===== config.mk =====
export PLATFORM = sky130hd
export DESIGN_NAME = rail_window_blink_indicator_top
export DESIGN_NICKNAME = d
export VERILOG_FILES = /design/src/rtl/core/rwbi_pkg.sv /design/src/rtl/core/rwbi_cfg.sv /design/src/rtl/core/rwbi_count.sv /design/src/rtl/core/rwbi_decide.sv /design/src/rtl/core/rail_window_blink_indicator_top.sv
export SDC_FILE = /design/constraint.sdc
export NUM_CORES = 1
export LEC_CHECK = 0
export BUFFER_PORTS_ARGS = -buffer_cell sky130_fd_sc_hd__buf_4
export CORE_ASPECT_RATIO = 0.6
export CORE_MARGIN = 2
export CORE_UTILIZATION = 61
export CTS_BUF_LIST = sky130_fd_sc_hd__clkbuf_4 sky130_fd_sc_hd__clkbuf_8
export CTS_CLUSTER_DIAMETER = 120
export CTS_CLUSTER_SIZE = 20
export DETAILED_ROUTE_END_ITERATION = 10
export PLACE_DENSITY = 0.88
export SYNTH_ARGS = -nofsm -noshare
export SYNTH_HDL_FRONTEND = slang
export SYNTH_SLANG_ARGS = --single-unit

===== constraint.sdc =====
create_clock -name clk -period 7.88 [get_ports clk]
set_input_delay 1.576 -clock clk [delete_from_list [all_inputs] [get_ports clk]]
set_output_delay 1.576 -clock clk [all_outputs]
set_load 0.05 [all_outputs]

===== src/rtl/core/rwbi_pkg.sv =====
// Shared types, register map and rail window constants for the rail window
// blink indicator. No dependencies; every other file in rtl/core uses it.
package rwbi_pkg;

    localparam int VoltW    = 16;
    localparam int RailN    = 7;
    localparam int CntW     = 16;
    localparam int ApbAddrW = 4;
    localparam int ApbDataW = 32;
    localparam int InDataW  = RailN * VoltW;
    localparam int OutDataW = 8;

    // Register indexes (byte address = 4 * index)
    localparam logic [1:0] REG_SLOW_LIMIT = 2'd0;
    localparam logic [1:0] REG_FAST_LIMIT = 2'd1;
    localparam logic [1:0] REG_BLINK_ON   = 2'd2;

    localparam logic [CntW-1:0] SLOW_LIMIT_RST = 16'd1000;
    localparam logic [CntW-1:0] FAST_LIMIT_RST = 16'd100;
    localparam logic [CntW-1:0] BLINK_ON_RST   = 16'd50;

    // Rail windows in mV, strict compares
    localparam logic [VoltW-1:0] BAT_LO  = 16'd22000;
    localparam logic [VoltW-1:0] BAT_HI  = 16'd29000;
    localparam logic [VoltW-1:0] B24_LO  = 16'd23500;
    localparam logic [VoltW-1:0] B24_HI  = 16'd24500;
    localparam logic [VoltW-1:0] CHG_LO  = 16'd23000;
    localparam logic [VoltW-1:0] CHG_HI  = 16'd30000;
    localparam logic [VoltW-1:0] PRN_LO  = 16'd22000;
    localparam logic [VoltW-1:0] PRN_HI  = 16'd25000;
    localparam logic [VoltW-1:0] B12_LO  = 16'd11500;
    localparam logic [VoltW-1:0] B12_HI  = 16'd12500;
    localparam logic [VoltW-1:0] B36_LO  = 16'd34000;
    localparam logic [VoltW-1:0] B36_HI  = 16'd38000;
    localparam logic [VoltW-1:0] PC19_LO = 16'd18500;
    localparam logic [VoltW-1:0] PC19_HI = 16'd19500;

    typedef struct packed {
        logic [CntW-1:0] slow_limit;
        logic [CntW-1:0] fast_limit;
        logic [CntW-1:0] blink_on;
    } cfg_t;

    typedef struct packed {
        logic slow_lit;
        logic fast_lit;
    } lit_t;

    typedef struct packed {
        logic [VoltW-1:0] battery_mv;
        logic [VoltW-1:0] bus24_mv;
        logic [VoltW-1:0] charger_mv;
        logic [VoltW-1:0] printer_mv;
        logic [VoltW-1:0] bus12_mv;
        logic [VoltW-1:0] bus36_mv;
        logic [VoltW-1:0] pc_mv;
        logic             on_mains;
    } rails_t;

    // Below the window blink slow, above blink fast, inside steady on
    function automatic logic window_led(input logic [VoltW-1:0] v,
                                        input logic [VoltW-1:0] lo,
                                        input logic [VoltW-1:0] hi,
                                        input lit_t             lit);
        logic led;
        if (v < lo)
        begin
            led = lit.slow_lit;
        end
        else if (v > hi)
        begin
            led = lit.fast_lit;
        end
        else
        begin
            led = 1'b1;
        end
        return led;
    endfunction

endpackage


===== src/rtl/core/rwbi_cfg.sv =====
// APB register file: slow/fast wrap limits and blink on-time.
// Depends on rwbi_pkg.
module rwbi_cfg (
    input  logic                           clk,
    input  logic                           rst_n,
    input  logic                           psel,
    input  logic                           penable,
    input  logic                           pwrite,
    input  logic [rwbi_pkg::ApbAddrW-1:0]  paddr,
    input  logic [rwbi_pkg::ApbDataW-1:0]  pwdata,
    output logic [rwbi_pkg::ApbDataW-1:0]  prdata,
    output logic                           pready,
    output rwbi_pkg::cfg_t                 cfg
);

    rwbi_pkg::cfg_t cfg_reg;
    logic [1:0]     reg_idx;
    logic           wr_en;

    assign reg_idx = paddr[3:2];
    assign wr_en   = psel & penable & pwrite;
    assign pready  = 1'b1;
    assign cfg     = cfg_reg;

    always_ff @(posedge clk or negedge rst_n)
    begin
        if (!rst_n)
        begin
            cfg_reg.slow_limit <= rwbi_pkg::SLOW_LIMIT_RST;
            cfg_reg.fast_limit <= rwbi_pkg::FAST_LIMIT_RST;
            cfg_reg.blink_on   <= rwbi_pkg::BLINK_ON_RST;
        end
        else if (wr_en)
        begin
            case (reg_idx)
                rwbi_pkg::REG_SLOW_LIMIT: cfg_reg.slow_limit <= pwdata[rwbi_pkg::CntW-1:0];
                rwbi_pkg::REG_FAST_LIMIT: cfg_reg.fast_limit <= pwdata[rwbi_pkg::CntW-1:0];
                rwbi_pkg::REG_BLINK_ON:   cfg_reg.blink_on   <= pwdata[rwbi_pkg::CntW-1:0];
                default: ;
            endcase
        end
    end

    always_comb
    begin
        case (reg_idx)
            rwbi_pkg::REG_SLOW_LIMIT:
                prdata = {{(rwbi_pkg::ApbDataW-rwbi_pkg::CntW){1'b0}}, cfg_reg.slow_limit};
            rwbi_pkg::REG_FAST_LIMIT:
                prdata = {{(rwbi_pkg::ApbDataW-rwbi_pkg::CntW){1'b0}}, cfg_reg.fast_limit};
            rwbi_pkg::REG_BLINK_ON:
                prdata = {{(rwbi_pkg::ApbDataW-rwbi_pkg::CntW){1'b0}}, cfg_reg.blink_on};
            default:
                prdata = '0;
        endcase
    end

endmodule


===== src/rtl/core/rwbi_count.sv =====
// Slow and fast free-running blink counters, advanced once per request,
// and the lit flags derived from them. Depends on rwbi_pkg.
module rwbi_count (
    input  logic           clk,
    input  logic           rst_n,
    input  logic           advance,
    input  rwbi_pkg::cfg_t cfg,
    output rwbi_pkg::lit_t lit
);

    logic [rwbi_pkg::CntW-1:0] slow_count_reg;
    logic [rwbi_pkg::CntW-1:0] slow_count_next;
    logic [rwbi_pkg::CntW-1:0] fast_count_reg;
    logic [rwbi_pkg::CntW-1:0] fast_count_next;

    // Clear once past the limit, else add one (wraps at full width)
    assign slow_count_next = (slow_count_reg > cfg.slow_limit) ? '0 : slow_count_reg + 1'b1;
    assign fast_count_next = (fast_count_reg > cfg.fast_limit) ? '0 : fast_count_reg + 1'b1;

    always_ff @(posedge clk or negedge rst_n)
    begin
        if (!rst_n)
        begin
            slow_count_reg <= '0;
            fast_count_reg <= '0;
        end
        else if (advance)
        begin
            slow_count_reg <= slow_count_next;
            fast_count_reg <= fast_count_next;
        end
    end

    // Counters hold the values for the request sitting in the input register
    assign lit.slow_lit = slow_count_reg < cfg.blink_on;
    assign lit.fast_lit = fast_count_reg < cfg.blink_on;

endmodule


===== src/rtl/core/rwbi_decide.sv =====
// Window compares for the seven rails, giving the seven LED levels.
// Depends on rwbi_pkg.
module rwbi_decide (
    input  rwbi_pkg::rails_t         rails,
    input  rwbi_pkg::lit_t           lit,
    output logic [rwbi_pkg::RailN-1:0] leds
);

    logic pc_steady;

    assign pc_steady = ((rails.pc_mv > rwbi_pkg::B12_LO) && (rails.pc_mv < rwbi_pkg::B12_HI))
                    || ((rails.pc_mv > rwbi_pkg::PC19_LO) && (rails.pc_mv < rwbi_pkg::PC19_HI));

    always_comb
    begin
        leds[0] = rwbi_pkg::window_led(rails.battery_mv, rwbi_pkg::BAT_LO,
                                       rwbi_pkg::BAT_HI, lit);
        leds[1] = rwbi_pkg::window_led(rails.bus24_mv, rwbi_pkg::B24_LO,
                                       rwbi_pkg::B24_HI, lit);

        // Low charger blinks only on mains; on battery it stays on
        if ((rails.charger_mv < rwbi_pkg::CHG_LO) && rails.on_mains)
        begin
            leds[2] = lit.slow_lit;
        end
        else if (rails.charger_mv > rwbi_pkg::CHG_HI)
        begin
            leds[2] = lit.fast_lit;
        end
        else
        begin
            leds[2] = 1'b1;
        end

        leds[3] = rwbi_pkg::window_led(rails.printer_mv, rwbi_pkg::PRN_LO,
                                       rwbi_pkg::PRN_HI, lit);
        leds[4] = rwbi_pkg::window_led(rails.bus12_mv, rwbi_pkg::B12_LO,
                                       rwbi_pkg::B12_HI, lit);
        leds[5] = rwbi_pkg::window_led(rails.bus36_mv, rwbi_pkg::B36_LO,
                                       rwbi_pkg::B36_HI, lit);

        // PC supply: steady in the 12 V or 19 V window, fast above 19 V top, else slow
        if (pc_steady)
        begin
            leds[6] = 1'b1;
        end
        else if (rails.pc_mv > rwbi_pkg::PC19_HI)
        begin
            leds[6] = lit.fast_lit;
        end
        else
        begin
            leds[6] = lit.slow_lit;
        end
    end

endmodule


===== src/rtl/core/rail_window_blink_indicator_top.sv =====
// Rail window blink indicator: input register, counters, window compares,
// result register. Depends on rwbi_pkg, rwbi_cfg, rwbi_count, rwbi_decide.
//
//  channel  | direction | payload
//  ---------+-----------+-------------------------------------------------
//  s_axis   | in        | tdata: 7 rail voltages (16b each), tuser: on_mains
//  m_axis   | out       | tdata: 7 LED levels (1b each), bit 7 zero
//  apb      | in/out    | slow_wrap_limit, fast_wrap_limit, blink_on_ticks
//
// One request per cycle sustained while m_axis is not stalled; the result passes
// through the input register, then the result register.
// Counters advance at acceptance, so a stall on m_axis holds them with the
// request waiting in the input register. Reset clears valids and counters
// and loads register defaults; there is no clearing pass.
module rail_window_blink_indicator_top (
    input  logic                                clk,
    input  logic                                rst_n,
    // battery, bus24, charger, printer, bus12, bus36, pc (mV), low bits first
    input  logic [rwbi_pkg::InDataW-1:0]        s_axis_tdata,
    // on_mains
    input  logic                                s_axis_tuser,
    input  logic                                s_axis_tvalid,
    output logic                                s_axis_tready,
    // led_battery, led_bus24, led_charger, led_printer, led_bus12,
    // led_bus36, led_pc, zero pad
    output logic [rwbi_pkg::OutDataW-1:0]       m_axis_tdata,
    output logic                                m_axis_tvalid,
    input  logic                                m_axis_tready,
    input  logic                                psel,
    input  logic                                penable,
    input  logic                                pwrite,
    input  logic [rwbi_pkg::ApbAddrW-1:0]       paddr,
    input  logic [rwbi_pkg::ApbDataW-1:0]       pwdata,
    output logic [rwbi_pkg::ApbDataW-1:0]       prdata,
    output logic                                pready
);

    localparam int VW = rwbi_pkg::VoltW;

    rwbi_pkg::cfg_t   cfg;
    rwbi_pkg::lit_t   lit;
    rwbi_pkg::rails_t rails_reg;
    logic             in_valid_reg;
    logic             out_valid_reg;
    logic [rwbi_pkg::RailN-1:0] leds;
    logic [rwbi_pkg::RailN-1:0] leds_reg;
    logic             in_accept;
    logic             move;

    assign move          = in_valid_reg & (~out_valid_reg | m_axis_tready);
    assign s_axis_tready = ~in_valid_reg | move;
    assign in_accept     = s_axis_tvalid & s_axis_tready;

    rwbi_cfg u_cfg (
        .clk     (clk),
        .rst_n   (rst_n),
        .psel    (psel),
        .penable (penable),
        .pwrite  (pwrite),
        .paddr   (paddr),
        .pwdata  (pwdata),
        .prdata  (prdata),
        .pready  (pready),
        .cfg     (cfg)
    );

    rwbi_count u_count (
        .clk     (clk),
        .rst_n   (rst_n),
        .advance (in_accept),
        .cfg     (cfg),
        .lit     (lit)
    );

    rwbi_decide u_decide (
        .rails (rails_reg),
        .lit   (lit),
        .leds  (leds)
    );

    // Input register
    always_ff @(posedge clk or negedge rst_n)
    begin
        if (!rst_n)
        begin
            in_valid_reg <= 1'b0;
        end
        else if (s_axis_tready)
        begin
            in_valid_reg <= s_axis_tvalid;
        end
    end

    always_ff @(posedge clk)
    begin
        if (in_accept)
        begin
            rails_reg.battery_mv <= s_axis_tdata[0*VW +: VW];
            rails_reg.bus24_mv   <= s_axis_tdata[1*VW +: VW];
            rails_reg.charger_mv <= s_axis_tdata[2*VW +: VW];
            rails_reg.printer_mv <= s_axis_tdata[3*VW +: VW];
            rails_reg.bus12_mv   <= s_axis_tdata[4*VW +: VW];
            rails_reg.bus36_mv   <= s_axis_tdata[5*VW +: VW];
            rails_reg.pc_mv      <= s_axis_tdata[6*VW +: VW];
            rails_reg.on_mains   <= s_axis_tuser;
        end
    end

    // Result register
    always_ff @(posedge clk or negedge rst_n)
    begin
        if (!rst_n)
        begin
            out_valid_reg <= 1'b0;
        end
        else if (~out_valid_reg | m_axis_tready)
        begin
            out_valid_reg <= in_valid_reg;
        end
    end

    always_ff @(posedge clk)
    begin
        if (move)
        begin
            leds_reg <= leds;
        end
    end

    assign m_axis_tvalid = out_valid_reg;
    assign m_axis_tdata  = {{(rwbi_pkg::OutDataW-rwbi_pkg::RailN){1'b0}}, leds_reg};

endmodule

==> run metrics, run 1 <==
Finished Layout Cells 1204; initial antenna violation count 0; total number of vias 7076; final net count 1213; crit start category input port; Cell Pwr Density 219 nW/µm²; Antenna diodes 0; clock-pin slew on the worst setup and hold paths 0.13 ns; PortBufs 162; worst-skew pair later-pin latency 0.53 ns; Critical Path Sink Type primary output; final hold vios 0; Yosys reg bits 202; gpl congestion 0.919; GRT overflow 0; die area 16900 µm²; kind of critical path in -> out; number of gates resized after CTS 0; cell with the most instances after synthesis edfxtp_1; share of flip-flops with an asynchronous set or reset 40.6%; drt wl/cell 18.8 µm; Seq/Total Area, Yosys 58.8%; CTS Buf Count 14; largest net degree at the start of global routing 83; detailed router's first-iteration violation count 630; CTS Hold Buffers Added 0; Final Power 2.48 mW; max FFs per register 113; DRC errors left 0; Slew Limit Fails 0; Final ANT Viol Nets 0; P_leak 4.86 nW; share of the synthesized area in the top cell type 37.3%; Tcrit/Tclk final 59.5%; H-tree levels 1; max frequency 213 MHz; Hold Crit Class reg -> reg; Synth top cells by count edfxtp_1, nand2_1, o21ai_0; unrepaired setup endpoints after global routing no; row cnt 35; GR Util All Layers 26.8%; Post-CTS Setup Bufs 0; CP required 6.30 ns; crit path time final 4.69 ns; die width 166 µm; share of layout cells above drive strength 1 23.1%; Slew @ Worst Pin 1.17 ns; hold_ws 0.541 ns; setup TNS 0 ns; Syn. warnings 0; leading area contributor after synthesis edfxtp_1; Synth-to-Final Area Change 17.4%; outcome finished clean; Synth cell types 61; placed cells 1180; Rel. slew slack 21.9%; Worst R2R Path Depth 8; top post-synthesis cells by area edfxtp_1, dfrtp_1, ha_1, o21ai_0, dfstp_2; drt pass-1 iters 6; Post-synth EDFFs 120; # setup viols final 0; worst path arrival time 3.11 ns; cell count after synthesis 828; max-cap viol count 0; Post-Route WL 22600 µm; # clock sinks 202; Worst Path Max Fanout 20; Vias per Instance 5.88; Peak VDD IR 0.161 mV; first-pass GRT wire length 35400 µm; clock root cell clkbuf_8; Initial Utilization 62.6%; hold path depth 2; CTS tree built; clk_skew 0.0439 ns; # fillers 1049; core area 15400 µm²; Bufs on Longest Clock Path 3; Syn Area/Cell 11.7 µm²; ys flop type edfxtp_1; Die H 101 µm; area of the mapped netlist 9650 µm²; I/O pins 199; post-DP HPWL 17200 µm; vias in the first global route 6884
[critical path, stage by stage]
cell and delay, ns:
buf_4 0.21, nor2b_1 0.56, buf_4 0.30, nand2_1 0.06
o21ai_0 0.13, buf_4 0.26
[cell usage in the layout (no fill, tap or decap), drive strengths merged, types with 5 or more instances in the layout]
master  instances
o21ai          79
o21a            5
conb           18
nand4          14
xor2           16
a21o            7
nand2b          6
and3            8
dfstp          12
inv            54
clkbuf         23
xnor2           8
nand3          31
mux2           17
edfxtp        120
nor3b           5
nor3           14
nor2           53
buf           168
nor4            9
mux2i          17
dfrtp          70
ha             64
nand2          84
and2            5
a21oi          32
[metal layers]
layer | up-vias | share of wire [%] | track usage, %
met5 | - | 0 | 0
met4 | 0 | 1.6 | 5.11
met3 | 32 | 9.0 | 6.10
met2 | 305 | 45 | 40.8
met1 | 3420 | 45 | 40.3
li1 | 3319 | - | -
[worst paths after layout]
path	start	endpoint	slack, ns
worst min register to register	u_cfg.cfg[35]	u_cfg.cfg[35]	0.54
worst min-delay path	u_cfg.cfg[35]	u_cfg.cfg[35]	0.54
min in group asynchronous	rst_n	u_cfg.cfg[30]	1.23
worst max-delay path	paddr[3]	prdata[4]	3.19
worst max register to register	u_cfg.cfg[39]	u_count.slow_count_reg[1]	4.70
max in group asynchronous	rst_n	u_count.slow_count_reg[8]	5.92
[per-stage QoR]
step | util (%) | instance area, µm² | worst slack (ns)
6_report | 73.5 | 11300 | 3.19
5_1_grt | 73.5 | 11300 | 3.14
4_1_cts | 73.5 | 11300 | 3.25
3_5_place_dp | 71.6 | 11000 | 3.26
3_3_place_gp | 71.6 | 11000 | 3.25
2_1_floorplan | - | 9710 | 1.47
[power breakdown]
group          internal (mW)  total, mW  leakage [nW]  switching, mW
Clock                  0.223      0.560         0.154          0.337
Sequential              1.26       1.36          2.14          0.103
Combinational          0.222      0.560          2.56          0.338
[layout make-up]
type | instances | area (µm²) | share of cell area (%)
flip-flops and latches | 202 | 5670 | 50.0
multi-input cells | 554 | 3660 | 32.3
repair buffers | 168 | 1260 | 11.1
clock buffers | 23 | 267 | 2.35
well taps | 203 | 254 | 2.24
inverters | 53 | 201 | 1.78
clock inverters | 1 | 20.0 | 0.177
[cell families after synthesis]
group                      count (synthesis)  synth area share (%)
muxes                                     34                  3.75
adders and majority gates                 64                  8.30
and+or+nand+nor                          248                  12.3
other                                      2                0.0778
xor gates and xnor gates                  24                  2.18
buffers and inverters                     88                  4.15
AOI/OAI and AO/OA                        166                  10.5
DFF                                      202                  58.8
No activity file was read; power rests on OpenSTA's default activity.
==> inputs of run 2 (changes only) <==
ABC_AREA = 1   (was default)
CORE_UTILIZATION = 58   (was 61)
PLACE_DENSITY = 0.83   (was 0.88)
clock period = 4.56 ns   (was 7.88 ns; I/O delays follow)
==> run 2 against run 1 <==
  * Die area up 15%
  * Hold slack lost 0.047 ns
  * Non-clock buffer count fell by 3
  * Register-to-register slack worse by 2.4 ns
  * Final area up 8.0%
  * Power grew 98%
  * Count of clock-buffer cells in the layout unchanged
  * Global-route usage down 1.5 points
  * Core utilization fell by 5.4 points
  * Combinational power increased to 2.7 times the previous value
  * Final cell count is 31% higher
  * Flip-flop and latch count unchanged
  * Critical path type unchanged
==> run metrics, run 2 <==
Synth Area in Simple Gates 20.6% (was 12.3%); die width 178 µm (was 166 µm); detailed router's first-iteration violation count 588 (was 630); max FFs per register 113 (unchanged); Bufs on Longest Clock Path 3 (unchanged); Syn. warnings 0 (unchanged); DRC errors left 0 (unchanged); Rel. slew slack 25.4% (was 21.9%); # setup viols final 0 (unchanged); Die H 109 µm (was 101 µm); mux share of post-synthesis cell area 0% (was 3.75%); ys flop type edfxtp_1 (unchanged); Slew Limit Fails 0 (unchanged); placed cell area 12000 µm² (was 11000 µm²); crit path time final 3.16 ns; drt pass-1 iters 5 (was 6); Clock Power Share 19.7% (was 22.5%); P_leak 6.00 nW (was 4.86 nW); largest net degree at the start of global routing 83 (unchanged); Psw 1.78 mW (was 0.778 mW); Buf/Inv on CP 2 (was 3); CTS Buf Count 14 (unchanged); number of gates resized after CTS 0 (unchanged); cells along the critical path buf_4 -> nor2_2 -> nand2_1 -> o221ai_1 -> buf_4 (was buf_4 -> nor2b_1 -> buf_4 -> nand2_1 -> o21ai_0 -> buf_4); worst path arrival time 2.25 ns (was 3.11 ns); max-cap viol count 0 (unchanged); share of the synthesized area in the top cell type 34.1% (was 37.3%); area of the mapped netlist 10600 µm² (was 9650 µm²); share of flip-flops with an asynchronous set or reset 40.6% (unchanged); GRT overflow 0 (unchanged); die area 19400 µm² (was 16900 µm²); initial antenna violation count 0 (unchanged); Slew @ Worst Pin 1.12 ns (was 1.17 ns); Synth Area in Adders 7.57% (was 8.30%); max frequency 316 MHz; Tcrit/Tclk final 69.4%; sequential share of power 49.9% (was 54.9%); Syn Area/Cell 9.04 µm² (was 11.7 µm²); Final ANT Viol Nets 0 (unchanged); drt wl/cell 15.1 µm (was 18.8 µm); clock root cell clkbuf_8 (unchanged); first-pass GRT wire length 38200 µm (was 35400 µm); Critical-path top delay cell nor2_2 (was nor2b_1); final hold vios 0 (unchanged); clock-pin slew on the worst setup and hold paths 0.12 ns (was 0.13 ns); post-layout instance area 12200 µm² (was 11300 µm²); largest family of logic cells by synthesized area simple AND/OR/NAND/NOR gates (unchanged); Synth cell types 45 (was 61); placed cells 1556 (was 1180); CP dominant cell by count buf_4 (unchanged); PortBufs 162 (unchanged); clk_skew 0.0256 ns (was 0.0439 ns); Seq/Total Area, Yosys 53.6% (was 58.8%); power share of the combinational group 30.4% (was 22.6%); Worst R2R Path Depth 6 (was 8); internal power 3.15 mW (was 1.71 mW); Critical Path Max Stage Delay 0.69 ns (was 0.56 ns); I/O pins 199 (unchanged); GR Util All Layers 25.3% (was 26.8%); cell with the most instances after synthesis nand2_1 (was edfxtp_1); Synth Area in Compound Gates 7.63% (was 10.5%); Post-Route WL 23800 µm (was 22600 µm); vias in the first global route 7733 (was 6884); Post-CTS Setup Bufs 0 (unchanged); cell count after synthesis 1170 (was 828); Setup WS post-layout 1.40 ns (was 3.19 ns); Critical Path Sink Type primary output (unchanged); hold path depth 2 (unchanged); Cell Pwr Density 403 nW/µm² (was 219 nW/µm²); unrepaired setup endpoints after global routing no (unchanged); final net count 1552 (was 1213); Worst Path Max Fanout 17 (was 20); top cell family by delay on the critical path simple AND/OR/NAND/NOR gates (was buffers and inverters); Finished Layout Cells 1580 (was 1204); Synth top cells by count nand2_1, inv_1, edfxtp_1 (was edfxtp_1, nand2_1, o21ai_0); share of layout cells above drive strength 1 17.0% (was 23.1%); Initial Utilization 58.8% (was 62.6%); outcome finished clean (unchanged); total number of vias 8160 (was 7076); # clock sinks 202 (unchanged); Stages on worst setup path 5 (was 6); Synth-to-Final Area Change 15.8% (was 17.4%); gpl congestion 0.915 (was 0.919); CP required 3.65 ns (was 6.30 ns); kind of critical path in -> out (unchanged); Antenna diodes 0 (unchanged); most common cell after layout, fill and taps aside nand2_1 (was buf_4); Yosys reg bits 202 (unchanged); most frequent cells in the layout nand2_1, inv_1, buf_4 (was buf_4, edfxtp_1, nand2_1); setup TNS 0 ns (unchanged); CTS Hold Buffers Added 0 (unchanged); leading area contributor after synthesis edfxtp_1 (unchanged); post-DP HPWL 18400 µm (was 17200 µm); Switching Fraction 36.1% (was 31.3%); pre-CTS setup slack 1.46 ns (was 3.26 ns); H-tree levels 1 (unchanged); Synth Area in XOR/XNOR 1.33% (was 2.18%); CTS tree built (unchanged); Final Util 68.1% (was 73.5%); crit start category input port (unchanged); Post-synth EDFFs 120 (unchanged); Hold Crit Class reg -> reg (unchanged); row cnt 38 (was 35); # fillers 1388 (was 1049); worst-skew pair later-pin latency 0.50 ns (was 0.53 ns); top post-synthesis cells by area edfxtp_1, dfrtp_1, nand2_1, ha_1, inv_1 (was edfxtp_1, dfrtp_1, ha_1, o21ai_0, dfstp_2); Vias per Instance 5.16 (was 5.88); core area 18000 µm² (was 15400 µm²); Peak VDD IR 0.337 mV (was 0.161 mV)
run 2: cell types whose count changed after synthesis, moves of 14 or more:
cell      delta
o21ai_1     +21
o221ai_1    +15
o21ai_0     -33
inv_1      +137
nand2_1    +223
mux2_2      -17
a21oi_1     +14
mux2i_1     -17
nor2_1      +37
run 2: logic make-up (layout without fill, tap and decap cells):
family | Yosys count | in the layout
xor+xnor | 16 | 16
fa+ha+maj | 64 | 64
buf+inv | 235 | 389
compound gates | 142 | 142
other cells | 2 | 18
flops | 202 | 202
simple gates | 509 | 509
run 2: area by class of cell:
type	instances	area [µm²]	share of cell area [%]
well taps	240	300	2.45
clock inverters	1	20.0	0.164
inverters	200	753	6.15
clock buffers	23	267	2.18
flip-flops and latches	202	5670	46.3
repair buffers	165	1240	10.1
multi-input cells	749	3990	32.6
run 2: power by group through the flow:
stage / logic, mW / clock network [mW] / registers, mW
floorplan: 1.02 / 0 / 2.46
global placement: 1.43 / 0 / 2.47
detailed placement: 1.49 / 0 / 2.49
CTS: 1.50 / 0.999 / 2.45
global route: 1.72 / 1.06 / 2.49
finish: 1.50 / 0.971 / 2.46
run 2: per-stage QoR:
stage	hold WS, ns	total power, mW
finish	0.494	4.93
global route	0.507	5.26
CTS	0.495	4.95
detailed placement	0.474	3.98
global placement	0.462	3.91
floorplan	0.453	3.49
run 2: worst paths after layout:
| check | end | slack (ns) | startpoint |
|---|---|---|---|
| max in group asynchronous | u_cfg.cfg[45] | 3.30 | rst_n |
| hold reg to reg | u_cfg.cfg[18] | 0.49 | u_cfg.cfg[18] |
| setup / recovery | prdata[10] | 1.40 | paddr[3] |
| hold / removal | u_cfg.cfg[18] | 0.49 | u_cfg.cfg[18] |
| min in group asynchronous | u_count.fast_count_reg[0] | 0.55 | rst_n |
| setup reg to reg | u_count.slow_count_reg[8] | 2.26 | m_axis_tvalid |
run 2: layer usage:
layer / GRT usage (%) / up-vias / wire length [µm]
met5: 0 / - / 0
met4: 4.53 / 0 / 336
met3: 4.75 / 22 / 1820
met2: 39.1 / 298 / 10400
met1: 37.9 / 3749 / 11300
li1: - / 4091 / -
run 2: worst min-delay path, stage by stage (launching register included):
cell and delay [ns]:
dfstp_2 0.39, nand2_1 0.05, o21ai_1 0.06
==> inputs of run 3 (changes only) <==
ABC_AREA = 0   (was 1)
CORE_UTILIZATION = 51   (was 58)
PLACE_DENSITY = 0.78   (was 0.83)
clock period = 2.7 ns   (was 4.56 ns; I/O delays follow)
==> run 3 against run 2 <==
  * First-iteration DRC count rose by 2.2%
  * Sequential share of layout area rose by 2.4 points
  * Hold slack got worse by 0.31 ns
  * Sequential power rose by 61%
  * Critical endpoint is now leds_reg[3]
==> run metrics, run 3 (synthesized netlist as in run 1, its figures left out) <==
outcome finished clean (unchanged); hold_sp s_axis_tdata[49] (was u_cfg.cfg[18]); worst-skew pair later-pin latency 0.51 ns (was 0.50 ns); crit path time final 2.58 ns; placed cells 1245 (was 1556); Clock Power Share 22.4% (was 19.7%); sequential share of power 54.1% (was 49.9%); total number of vias 7025 (was 8160); Slew Limit Fails 0 (unchanged); CTS Buf Count 14 (unchanged); highest routed layer met4 (unchanged); metal3 WL 2210 µm (was 1820 µm); drt pass-1 iters 7 (was 5); Tcrit/Tclk final 95.5%; unrepaired setup endpoints after global routing no (unchanged); max frequency 388 MHz; most common cell after layout, fill and taps aside buf_4 (was nand2_1); WHS Endpoint rails_reg[50] (was u_cfg.cfg[18]); Bufs on Longest Clock Path 3 (unchanged); # clock sinks 202 (unchanged); Initial Utilization 52.7% (was 58.8%); GRT overflow 0 (unchanged); final net count 1242 (was 1552); share of layout cells above drive strength 1 25.1% (was 17.0%); Finished Layout Cells 1270 (was 1580); reg2reg end leds_reg[3] (was u_count.slow_count_reg[8]); hold_ws 0.187 ns (was 0.494 ns); initial antenna violation count 0 (unchanged); post-DP HPWL 18200 µm (was 18400 µm); clock-pin slew on the worst setup and hold paths 0.14 ns (was 0.12 ns); CTS tree built (unchanged); Peak VDD IR 0.399 mV (was 0.337 mV); die width 182 µm (was 178 µm); Critical Path Sink Type flop (was primary output); PortBufs 162 (unchanged); max-cap viol count 0 (unchanged); reg2reg setup slack 0.12 ns (was 2.26 ns); worst flop-to-flop path startpoint u_count.fast_count_reg[14] (was m_axis_tvalid); CP required 2.98 ns (was 3.65 ns); core area 18300 µm² (was 18000 µm²); # setup viols final 0 (unchanged); Post-Route WL 23600 µm (was 23800 µm); crit start category flop (was input port); row cnt 38 (unchanged); Switching Fraction 31.4% (was 36.1%); Slew @ Worst Pin 0.731 ns (was 1.12 ns); final hold vios 0 (unchanged); internal power 5.02 mW (was 3.15 mW); I/O pins 199 (unchanged); Worst Path Max Fanout 7 (was 17); max FFs per register 113 (unchanged); detailed router's first-iteration violation count 601 (was 588); met1 WL 11500 µm (was 11300 µm); Rel. slew slack 50.8% (was 25.4%); setup TNS 0 ns (unchanged); Final Util 63.5% (was 68.1%); die area 20100 µm² (was 19400 µm²); Die H 111 µm (was 109 µm); clk_skew 0.0311 ns (was 0.0256 ns); # fillers 1464 (was 1388); H-tree levels 1 (unchanged); Psw 2.30 mW (was 1.78 mW); Synth-to-Final Area Change 20.5% (was 15.8%); Cell Pwr Density 629 nW/µm² (was 403 nW/µm²); largest net degree at the start of global routing 51 (was 83); gpl congestion 0.902 (was 0.915); Worst R2R Path Depth 7 (was 6); drt wl/cell 18.6 µm (was 15.1 µm); vias in the first global route 6700 (was 7733); DRC errors left 0 (unchanged); Final ANT Viol Nets 0 (unchanged); clock root cell clkbuf_8 (unchanged); cells along the critical path ha_1 -> nand4_1 -> or4_1 -> a221oi_1 -> nor3_1 -> buf_4 -> o32a_1 (was buf_4 -> nor2_2 -> nand2_1 -> o221ai_1 -> buf_4); GR Util All Layers 23.6% (was 25.3%); Vias per Instance 5.53 (was 5.16); first-pass GRT wire length 36800 µm (was 38200 µm); worst path arrival time 2.86 ns (was 2.25 ns); Post-CTS Setup Bufs 0 (unchanged); most frequent cells in the layout buf_4, edfxtp_1, nand2_1 (was nand2_1, inv_1, buf_4); hold path depth 1 (was 2); Critical Path Max Stage Delay 0.54 ns (was 0.69 ns); Critical-path top delay cell or4_1 (was nor2_2); Antenna diodes 0 (unchanged); Hold Crit Class in -> reg (was reg -> reg); kind of critical path reg -> reg (was in -> out); P_leak 5.02 nW (was 6.00 nW); met2 WL post-DR 9600 µm (was 10400 µm); power share of the combinational group 23.5% (was 30.4%)
-- run 3: worst max-delay path by stage --
stage / from / to / depth (start not counted)
5_1_grt: u_cfg.cfg[38] / u_count.slow_count_reg[5] / 9
2_1_floorplan: m_axis_tready / u_count.fast_count_reg[4] / 8
3_5_place_dp: u_cfg.cfg[39] / u_count.slow_count_reg[14] / 9
6_report: u_count.fast_count_reg[14] / leds_reg[3] / 7
4_1_cts: u_cfg.cfg[41] / u_count.slow_count_reg[14] / 9
3_3_place_gp: u_count.fast_count_reg[14] / leds_reg[3] / 7
-- run 3: final cells by class --
type                       instances  area, µm²  area share (%)
clock buffer                      23        267            2.29
clock inverter                     1       20.0           0.172
inverter                          53        201            1.73
multi-input combinational        554       3650            31.4
sequential                       202       5670            48.8
tap                              240        300            2.58
timing repair buffer             197       1520            13.1
-- run 3: what timing repair did --
action | 4_1_cts | 5_1_grt
hold endpoints to repair | 24 | 0
resized for setup | 0 | 1
hold buffers | 1 | 0
setup endpoints to repair | 0 | 9
-- run 3: worst max-delay path, delay by kind of cell (launching register included) --
family / cells / cell delay [ns]
AO/OA/AOI/OAI: 2 / 0.55
adder cells (fa/ha/maj): 1 / 0.34
buffers and inverters: 1 / 0.19
flip-flops: 1 / 0.47
AND/OR/NAND/NOR: 3 / 0.78
-- run 3: per-layer routing --
| layer | global-route usage [%] | vias to the layer above |
|---|---|---|
| met5 | 0 | - |
| met4 | 3.63 | 0 |
| met3 | 6.56 | 28 |
| met2 | 32.2 | 241 |
| met1 | 37.7 | 3391 |
| li1 | - | 3365 |
-- run 3: stage by stage --
stage	instance area [µm²]	power, mW	worst slack, ns
after global placement	11300	5.65	0.185
after detailed placement	11300	5.72	0.128
after global routing	11600	7.74	0.0390
after floorplan	9720	5.04	0.0585
after CTS	11600	7.35	0.104
final	11600	7.32	0.122
-- run 3: power by group through the flow --
| stage | Clock (mW) | Combinational, mW | Sequential, mW |
|---|---|---|---|
| 2_1_floorplan | 0 | 1.10 | 3.94 |
| 3_3_place_gp | 0 | 1.64 | 4.00 |
| 3_5_place_dp | 0 | 1.70 | 4.02 |
| 4_1_cts | 1.69 | 1.71 | 3.95 |
| 5_1_grt | 1.80 | 1.92 | 4.01 |
| 6_report | 1.64 | 1.72 | 3.96 |
